**config.mk**
```make
export PLATFORM = sky130hd
export DESIGN_NAME = session_table_lru_evict_top
export DESIGN_NICKNAME = d
export VERILOG_FILES = /design/src/hdl/stle_pkg.sv /design/src/hdl/session_table_lru_evict_top.sv
export SDC_FILE = /design/constraint.sdc
export NUM_CORES = 2
export LEC_CHECK = 0
export ABC_AREA = 1
export BUFFER_PORTS_ARGS = -buffer_cell sky130_fd_sc_hd__buf_2
export CAP_MARGIN = 20
export CORE_MARGIN = 2
export CORE_UTILIZATION = 40
export DETAILED_ROUTE_END_ITERATION = 8
export MAX_ROUTING_LAYER = met4
export PLACE_DENSITY = 0.54
export SLEW_MARGIN = 40
export SYNTH_ARGS = -nofsm -noshare
export SYNTH_HDL_FRONTEND = slang
export SYNTH_SLANG_ARGS = --single-unit
```
**constraint.sdc**
```tcl
create_clock -name clk -period 21.7 [get_ports clk]
set_input_delay 3.255 -clock clk [delete_from_list [all_inputs] [get_ports clk]]
set_output_delay 3.255 -clock clk [all_outputs]
set_load 0.01 [all_outputs]
```
**src/hdl/stle_pkg.sv**
```systemverilog
// ----------------------------------------------------------------------------
// stle_pkg: shared types and constants for the session table
// Field widths, action codes and reset values of the LRU session table.
// ----------------------------------------------------------------------------
package stle_pkg;

  localparam int ENTRY_COUNT_DEF = 16;
  localparam int ID_W            = 64;
  localparam int TIME_W          = 32;
  localparam int SLOT_W          = 4;
  localparam int CLOSED_W        = 5;

  localparam logic [TIME_W-1:0] IDLE_TTL_RST = 32'd3600;

  typedef enum logic [1:0] {
    ACT_LOOKUP  = 2'd0,
    ACT_CREATE  = 2'd1,
    ACT_SWEEP   = 2'd2,
    ACT_DESTROY = 2'd3
  } action_t;

endpackage

```
**src/hdl/session_table_lru_evict_top.sv**
```systemverilog
// ----------------------------------------------------------------------------
// session_table_lru_evict_top: session table with LRU eviction
// Lookup, create, sweep and destroy over a table of session entries, scanned
// one entry per cycle through a single read port and one shared comparator.
//
//   channel  direction  handshake            beat
//   in_      input      in_valid/in_ready    action, id, time, slot
//   out_     output     out_valid/out_ready  found, slot, eviction, count
//   cfg_     input      cfg_wr_en            idle_ttl
//
// Lookup and create scan through a read lead-in, then one read per cycle from
// the entry memory, then a write-back on a lookup hit or a create; sweep scans
// without a write-back. Lookup ends early on a hit, create on the first free
// slot. Destroy, lookup of id zero and a sweep before now reaches idle_ttl
// skip the scan and go straight to the result. in_ready is high only while
// the sequencer is idle and rises with the result load; a held result does
// not stop the next beat, only the loading of its result. Reset empties the
// table at once through per-entry valid flags.
// ----------------------------------------------------------------------------
module session_table_lru_evict_top #(
  parameter int ENTRY_COUNT = stle_pkg::ENTRY_COUNT_DEF
) (
  input  logic                          clk,
  input  logic                          rst_n,

  input  logic                          in_valid,
  output logic                          in_ready,
  input  logic [1:0]                    in_action,
  input  logic [stle_pkg::ID_W-1:0]     in_session_id,
  input  logic [stle_pkg::TIME_W-1:0]   in_now_seconds,
  input  logic [stle_pkg::SLOT_W-1:0]   in_slot_index,

  output logic                          out_valid,
  input  logic                          out_ready,
  output logic                          out_found,
  output logic [stle_pkg::SLOT_W-1:0]   out_result_slot,
  output logic                          out_evicted,
  output logic [stle_pkg::ID_W-1:0]     out_evicted_id,
  output logic [stle_pkg::CLOSED_W-1:0] out_closed_count,

  input  logic                          cfg_wr_en,
  input  logic [stle_pkg::TIME_W-1:0]   cfg_wr_data
);

  localparam int IDX_W = (ENTRY_COUNT > 1) ? $clog2(ENTRY_COUNT) : 1;
  localparam int CNT_W = $clog2(ENTRY_COUNT + 1);
  localparam int ID_W   = stle_pkg::ID_W;
  localparam int TIME_W = stle_pkg::TIME_W;

  typedef enum logic [3:0] {
    S_IDLE  = 4'b0001,
    S_SCAN  = 4'b0010,
    S_WRITE = 4'b0100,
    S_DONE  = 4'b1000
  } state_t;

  state_t                state_r;
  stle_pkg::action_t     act_r;
  logic [ID_W-1:0]       sid_r;
  logic [TIME_W-1:0]     now_r;
  logic [TIME_W-1:0]     thresh_r;
  logic [TIME_W-1:0]     ttl_r;

  logic [ENTRY_COUNT-1:0] valid_r;
  logic [ID_W-1:0]        id_mem   [ENTRY_COUNT];
  logic [TIME_W-1:0]      time_mem [ENTRY_COUNT];
  logic [ID_W-1:0]        rd_id_r;
  logic [TIME_W-1:0]      rd_time_r;

  logic [CNT_W-1:0]      rd_cnt_r;
  logic [IDX_W-1:0]      ev_idx_r;
  logic                  ev_vld_r;

  logic [IDX_W-1:0]      tgt_r;
  logic                  found_r;
  logic                  evicted_r;
  logic [ID_W-1:0]       evicted_id_r;
  logic [CNT_W-1:0]      closed_r;
  logic [IDX_W-1:0]      old_idx_r;
  logic [TIME_W-1:0]     old_time_r;
  logic [ID_W-1:0]       old_id_r;

  logic                  in_fire;
  logic                  rd_more;
  logic [IDX_W-1:0]      rd_addr;
  logic [ID_W-1:0]       cur_id;
  logic [TIME_W-1:0]     cur_time;
  logic [TIME_W-1:0]     cmp_b;
  logic                  cmp_lt;
  logic                  last_ev;
  logic                  take_old;
  logic [IDX_W-1:0]      old_idx_nxt;
  logic [ID_W-1:0]       old_id_nxt;
  logic [IDX_W+3:0]      slot_ext;
  logic                  slot_ok;
  logic [IDX_W+3:0]      tgt_ext;
  logic [CNT_W+4:0]      closed_ext;
  logic                  load_out;

  assign in_ready = (state_r == S_IDLE);
  assign in_fire  = in_valid && in_ready;

  assign rd_more = (rd_cnt_r < CNT_W'(ENTRY_COUNT));
  assign rd_addr = rd_cnt_r[IDX_W-1:0];

  assign cur_id   = valid_r[ev_idx_r] ? rd_id_r   : '0;
  assign cur_time = valid_r[ev_idx_r] ? rd_time_r : '0;

  // shared comparator: oldest-so-far on create, expiry threshold on sweep
  assign cmp_b  = (act_r == stle_pkg::ACT_CREATE) ? old_time_r : thresh_r;
  assign cmp_lt = (cur_time < cmp_b);

  assign last_ev  = ev_vld_r && (ev_idx_r == IDX_W'(ENTRY_COUNT - 1));
  assign take_old = (ev_idx_r == '0) || cmp_lt;
  assign old_idx_nxt = take_old ? ev_idx_r : old_idx_r;
  assign old_id_nxt  = take_old ? cur_id   : old_id_r;

  assign slot_ext = (IDX_W+4)'(in_slot_index);
  assign slot_ok  = (slot_ext < (IDX_W+4)'(ENTRY_COUNT));

  assign load_out = (state_r == S_DONE) && (!out_valid || out_ready);

  always_ff @(posedge clk) begin
    if (!rst_n) begin
      ttl_r <= stle_pkg::IDLE_TTL_RST;
    end else if (cfg_wr_en) begin
      ttl_r <= cfg_wr_data;
    end
  end

  always_ff @(posedge clk) begin
    rd_id_r   <= id_mem[rd_addr];
    rd_time_r <= time_mem[rd_addr];
    if (state_r == S_WRITE) begin
      time_mem[tgt_r] <= now_r;
      if (act_r == stle_pkg::ACT_CREATE) begin
        id_mem[tgt_r] <= sid_r;
      end
    end
  end

  always_ff @(posedge clk) begin
    if (in_fire) begin
      act_r    <= stle_pkg::action_t'(in_action);
      sid_r    <= in_session_id;
      now_r    <= in_now_seconds;
      thresh_r <= in_now_seconds - ttl_r;
    end
    if (ev_vld_r && (state_r == S_SCAN) && (act_r == stle_pkg::ACT_CREATE) && take_old) begin
      old_idx_r  <= ev_idx_r;
      old_time_r <= cur_time;
      old_id_r   <= cur_id;
    end
  end

  always_ff @(posedge clk) begin
    if (!rst_n) begin
      state_r      <= S_IDLE;
      valid_r      <= '0;
      rd_cnt_r     <= '0;
      ev_idx_r     <= '0;
      ev_vld_r     <= 1'b0;
      tgt_r        <= '0;
      found_r      <= 1'b0;
      evicted_r    <= 1'b0;
      evicted_id_r <= '0;
      closed_r     <= '0;
    end else begin
      case (state_r)
        S_IDLE: begin
          if (in_fire) begin
            rd_cnt_r     <= '0;
            ev_vld_r     <= 1'b0;
            tgt_r        <= '0;
            found_r      <= 1'b0;
            evicted_r    <= 1'b0;
            evicted_id_r <= '0;
            closed_r     <= '0;
            case (stle_pkg::action_t'(in_action))
              stle_pkg::ACT_LOOKUP: begin
                state_r <= (in_session_id == '0) ? S_DONE : S_SCAN;
              end
              stle_pkg::ACT_CREATE: begin
                state_r <= S_SCAN;
              end
              stle_pkg::ACT_SWEEP: begin
                state_r <= (in_now_seconds >= ttl_r) ? S_SCAN : S_DONE;
              end
              default: begin
                if (slot_ok) begin
                  valid_r[slot_ext[IDX_W-1:0]] <= 1'b0;
                end
                state_r <= S_DONE;
              end
            endcase
          end
        end
        S_SCAN: begin
          ev_vld_r <= rd_more;
          ev_idx_r <= rd_addr;
          if (rd_more) begin
            rd_cnt_r <= rd_cnt_r + CNT_W'(1);
          end
          if (ev_vld_r) begin
            case (act_r)
              stle_pkg::ACT_LOOKUP: begin
                if (cur_id == sid_r) begin
                  found_r <= 1'b1;
                  tgt_r   <= ev_idx_r;
                  state_r <= S_WRITE;
                end else if (last_ev) begin
                  state_r <= S_DONE;
                end
              end
              stle_pkg::ACT_CREATE: begin
                if (cur_id == '0) begin
                  found_r <= 1'b1;
                  tgt_r   <= ev_idx_r;
                  state_r <= S_WRITE;
                end else if (last_ev) begin
                  found_r      <= 1'b1;
                  tgt_r        <= old_idx_nxt;
                  evicted_r    <= 1'b1;
                  evicted_id_r <= old_id_nxt;
                  state_r      <= S_WRITE;
                end
              end
              default: begin
                if ((cur_id != '0) && cmp_lt) begin
                  valid_r[ev_idx_r] <= 1'b0;
                  closed_r          <= closed_r + CNT_W'(1);
                end
                if (last_ev) begin
                  state_r <= S_DONE;
                end
              end
            endcase
          end
        end
        S_WRITE: begin
          if (act_r == stle_pkg::ACT_CREATE) begin
            valid_r[tgt_r] <= 1'b1;
          end
          state_r <= S_DONE;
        end
        S_DONE: begin
          if (load_out) begin
            state_r <= S_IDLE;
          end
        end
        default: begin
          state_r <= S_IDLE;
        end
      endcase
    end
  end

  assign tgt_ext    = (IDX_W+4)'(tgt_r);
  assign closed_ext = (CNT_W+5)'(closed_r);

  always_ff @(posedge clk) begin
    if (!rst_n) begin
      out_valid <= 1'b0;
    end else if (load_out) begin
      out_valid <= 1'b1;
    end else if (out_ready) begin
      out_valid <= 1'b0;
    end
  end

  always_ff @(posedge clk) begin
    if (load_out) begin
      out_found        <= found_r;
      out_result_slot  <= tgt_ext[3:0];
      out_evicted      <= evicted_r;
      out_evicted_id   <= evicted_id_r;
      out_closed_count <= closed_ext[4:0];
    end
  end

`ifndef SYNTHESIS
  a_state_onehot: assert property (@(posedge clk) disable iff (!rst_n)
    $onehot(state_r))
    else $error("sequencer state not one-hot");

  a_create_found: assert property (@(posedge clk) disable iff (!rst_n)
    (state_r == S_WRITE && act_r == stle_pkg::ACT_CREATE) |-> found_r)
    else $error("create reached write-back without a target");

  a_evict_only_create: assert property (@(posedge clk) disable iff (!rst_n)
    evicted_r |-> (act_r == stle_pkg::ACT_CREATE))
    else $error("eviction flagged outside create");

  a_destroy_short: assert property (@(posedge clk) disable iff (!rst_n)
    (in_fire && in_action == stle_pkg::ACT_DESTROY) |=> (state_r == S_DONE))
    else $error("destroy did not finish at once");

  a_closed_bound: assert property (@(posedge clk) disable iff (!rst_n)
    (closed_r <= CNT_W'(ENTRY_COUNT)))
    else $error("sweep count beyond table size");

  a_write_once: assert property (@(posedge clk) disable iff (!rst_n)
    (state_r == S_WRITE) |=> (state_r == S_DONE))
    else $error("write-back held longer than one cycle");
`endif

endmodule
```
==> flow_summary.rst <==
.. list-table::
   :header-rows: 1

   * - Metric
     - Value
   * - Outcome
     - complete, no violations
   * - Warnings from Yosys
     - 0
   * - Number of buffer and inverter stages on the critical path
     - 2
   * - Clock tree from TritonCTS
     - yes
   * - Xor/xnor share of the synthesized area
     - 0.491%
   * - Number of distinct library cells after synthesis
     - 49
   * - Number of vias per cell
     - 5.53
   * - Total wire length
     - approximately 240 mm
   * - Largest net degree at the start of global routing
     - 173
   * - Count of flip-flops with a built-in enable after synthesis
     - 1841
   * - Share of layout cells above drive strength 1
     - between 10% and 20%
   * - Critical Setup Path Class
     - in -> reg
   * - CP Data Required Time
     - about 22 ns
   * - Avg Synthesized Cell Area
     - 12.9 sq um
   * - Antenna-violating nets left
     - 0
   * - Adder and majority cell fraction of the synthesized area
     - under 10%
   * - Number of fill cells
     - roughly 18k
   * - Worst slew pin tran
     - 0.880 ns
   * - Number of remaining DRC errors
     - 0
   * - Count of input and output buffers
     - 215
   * - Number of hold buffers added after cts
     - 0
   * - Worst-case reg-to-reg path depth
     - 22
   * - Area of the mapped netlist
     - between 0.08 and 0.09 sq mm
   * - Combinational family with the most area after synthesis
     - simple AND/OR/NAND/NOR gates
   * - Boundary pin count
     - around 220
   * - Layout Cells excl Fill
     - 9423
   * - Total number of H-tree levels
     - 4
   * - Final worst clock skew
     - 0.0665 ns
   * - Crit path launch
     - in_now_seconds[0]
   * - Simple logic cell fraction of the synthesized area
     - 11.0%
   * - Fin Hold WS
     - 0.428 ns
   * - Final Total Pwr
     - 0.0109 W
   * - Effective utilization at floorplan
     - 40.2%
   * - Setup TNS
     - 0 ns
   * - Ordered list of cells on the worst path
     - buf_2, inv_1, ha_1, fa_1, nand3b_1, nand2_1, a21oi_1, o21ai_0, a21oi_1, o21ai_0, a21boi_0, o21ai_0, a21oi_1, o21bai_1, nand2_1, nand3_1, nand2_1
   * - Ratio of final minimum period to clock period
     - between 20 and 30%
   * - Buffers inserted by post-CTS timing repair
     - 0
   * - Static leakage power
     - around 32 nW
   * - Cell depth of the worst hold path
     - 0
   * - Total congestion overflow
     - 0
   * - Power density normalized to cell area
     - ~120 mW/mm^2
   * - Wire length of the first global-routing pass
     - 344 mm
   * - Sink of the worst hold path
     - out_evicted_id[57]
   * - Overall track demand over capacity in global routing
     - about 23%
   * - Largest delay contributor family on the critical path
     - compound AO/OA/AOI/OAI gates
   * - Area of the placeable core
     - 0.204 sq mm
   * - Inserted Clock Buffers
     - 214
   * - Max Clk Rate
     - 165 MHz
   * - Worst VDD drop
     - 0.0888 mV
   * - TritonCTS sink count
     - 2075
   * - Count of TritonRoute iterations in the first routing pass
     - 6
   * - Maximum cell stage delay along the critical path
     - about 0.43 ns
   * - DP HPWL
     - 135 mm
   * - CTS max path bufs
     - 3
   * - Antenna violations before repair
     - 6
   * - Post-synthesis compound-gate area fraction
     - 8.96%
   * - Source-to-sink clock delay at the later pin of the worst-skew pair
     - 0.89 ns
   * - Final max-slew violation count
     - 0
   * - Final routed wire length divided by cell count
     - 25.1 microns
   * - Slowest-stage cell, CP
     - fa_1
   * - Area Growth Syn to Fin
     - 14.3%
   * - Minimum setup slack among reg-to-reg paths
     - 16.17 ns
   * - Max-capacitance violation count
     - 0
   * - Floorplan die width
     - 457 microns
   * - Class of the tightest hold or removal check
     - reg -> reg
   * - Via count of the first global-routing pass
     - 50.5k
   * - Clk slew on worst S/H paths
     - ~0.06 ns
   * - Share of synthesized flip-flops with an asynchronous set or reset
     - 0%
   * - Signal arrival time at the worst endpoint
     - 6.68 ns
   * - Source of the worst hold timing path
     - evicted_id_r[57]
   * - Number of instances in the synthesized netlist
     - between 6k and 7k
   * - Kind of capture point of the worst setup path
     - register
   * - Starting DRC count in detailed routing
     - 4734
   * - Fin nets
     - 6750
   * - Setup repair after global routing missed its margin
     - no
   * - Final weighted congestion in routability-driven placement
     - about 0.86
   * - Seq/Total Area, Yosys
     - 73.1%
   * - Detailed-route via count
     - between 50k and 60k
   * - Minimum clock period
     - 6.06 ns
   * - Resize count post-CTS
     - 0
   * - Root Buffer
     - clkbuf_16
   * - Cell total after placement
     - 9011
   * - Relative slew slack
     - between 40% and 50%
   * - Row cnt
     - 166
   * - Maximum fanout along the worst path
     - 3
   * - Post-Syn Nets
     - roughly 6.6k
   * - Die outline height
     - 457 microns
   * - Worst flop-to-flop path endpoint
     - old_id_r[40]
   * - Launch instance of the worst register-to-register path
     - ev_idx_r[0]
   * - Proportion of synthesized area in mux cells
     - about 2.3%
   * - Endpoints failing hold
     - 0
   * - Setup violations, final
     - 0
   * - Main flop type after synthesis
     - edfxtp_1
   * - Type of origin of the critical path
     - input port
   * - Area of the die
     - 0.209 sq mm
   * - Total of flip-flops plus latches after synthesis
     - 2075
[area by class of cell]
cell class	count	area, sq um	share of cell area (%)
Antenna cell	4	10.0	0.0107
Clock buffer	296	5860	6.24
Clock inverter	106	1190	1.27
Inverter	289	1120	1.19
Multi-Input combinational cell	3614	19800	21.1
Sequential cell	2075	60000	63.9
Tap cell	2688	3360	3.59
Timing Repair Buffer	351	2460	2.63
[worst max-delay path by stage]
stage	endpoint	slack, ns	cells after the start
after floorplan	rd_cnt_r[3]	11.54	11
after global placement	thresh_r[30]	14.70	17
after detailed placement	thresh_r[30]	14.73	17
after CTS	thresh_r[30]	15.66	17
after global routing	thresh_r[30]	15.28	17
final	thresh_r[30]	15.64	17
[flip-flops by register name (all words and copies together), names as in the netlist, 4 cells and up]
signal and count:
out_closed_count 5, old_idx_r 4, old_time_r 32, evicted_id_r 64
closed_r 5, valid_r 16, id_mem 1024, state_r 4
rd_time_r 32, time_mem 512, thresh_r 32, sid_r 64
old_id_r 64, out_result_slot 4, ttl_r 32, out_evicted_id 64
ev_idx_r 4, rd_id_r 64, rd_cnt_r 5, tgt_r 4
now_r 32
[per-stage QoR]
stage | worst slack, ns | util [%] | area (sq um)
after global placement | 14.70 | 42.2 | 86200
after detailed placement | 14.73 | 42.4 | 86600
after CTS | 15.66 | 45.9 | 93600
after floorplan | 11.54 | - | 82000
final | 15.64 | 45.9 | 93800
after global routing | 15.28 | 45.9 | 93800
[where the power goes]
part	internal (W)	switching [W]	total, W
Clock	0.00210	0.00159	0.00369
Sequential	0.00485	0.000357	0.00521
Combinational	0.000628	0.00141	0.00203
Total	0.00759	0.00335	0.0109
[synthesized netlist by cell type, types with 2 or more instances]
cell	count	area share [%]
a21boi_0	5	0.046
buf_1	32	0.15
a31oi_1	8	0.061
nand3b_1	70	0.64
inv_1	273	1.2
o31ai_1	11	0.10
or2_2	2	0.015
nand4_1	33	0.25
nor3_1	18	0.11
nor4_1	22	0.17
o21bai_1	5	0.046
a221oi_1	3	0.032
nand2_1	711	3.3
o21ai_2	2	0.021
mux2i_1	187	2.3
ha_1	65	0.99
clkbuf_1	311	1.4
o21a_1	3	0.027
a21oi_1	178	1.1
a21o_1	5	0.046
xnor2_1	15	0.16
dfxtp_1	234	5.7
o22ai_1	16	0.12
xor2_1	31	0.33
o21ai_0	463	2.8
o211ai_1	37	0.34
nor2_2	6	0.046
buf_4	6	0.055
o21ai_1	3	0.018
inv_2	12	0.055
clkinv_1	3	0.014
o221ai_1	159	1.7
nand3_1	267	1.6
buf_6	10	0.14
o32ai_1	228	2.4
edfxtp_1	1841	67
a211oi_1	3	0.027
nand2_2	4	0.030
buf_2	14	0.085
nor2_1	1046	4.8
[cells in the final DEF (no fill, tap or decap), types with 88 or more instances in the layout]
cell / synthesis / routed
o32ai_1: 228 / 228
clkbuf_16: 0 / 216
inv_1: 273 / 273
nor2_1: 1046 / 1021
buf_4: 6 / 88
o221ai_1: 159 / 159
mux2i_1: 187 / 187
dfxtp_1: 234 / 231
o21ai_0: 463 / 463
edfxtp_1: 1841 / 1841
nand3_1: 267 / 267
a21oi_1: 178 / 178
buf_2: 14 / 215
nand2_1: 711 / 707
[layer usage]
| metal | vias up | GRT usage (%) | routed length, microns |
|---|---|---|---|
| li1 | 23698 | - | - |
| met3 | 422 | 3.05 | 12500 |
| met4 | 0 | 8.24 | 8580 |
| met5 | - | - | 0 |
| met1 | 26345 | 28.2 | 97000 |
| met2 | 1625 | 38.6 | 119000 |
[cells by family (layout without fill, tap and decap cells)]
logic type	count (synthesis)	count (layout)
flops	2075	2075
fa+ha+maj	66	66
buf+inv	662	1042
compound gates	1132	1132
other cells	0	4
simple gates	2183	2183
xor+xnor	46	46
mux	187	187
No activity file was read; power rests on OpenSTA's default activity.
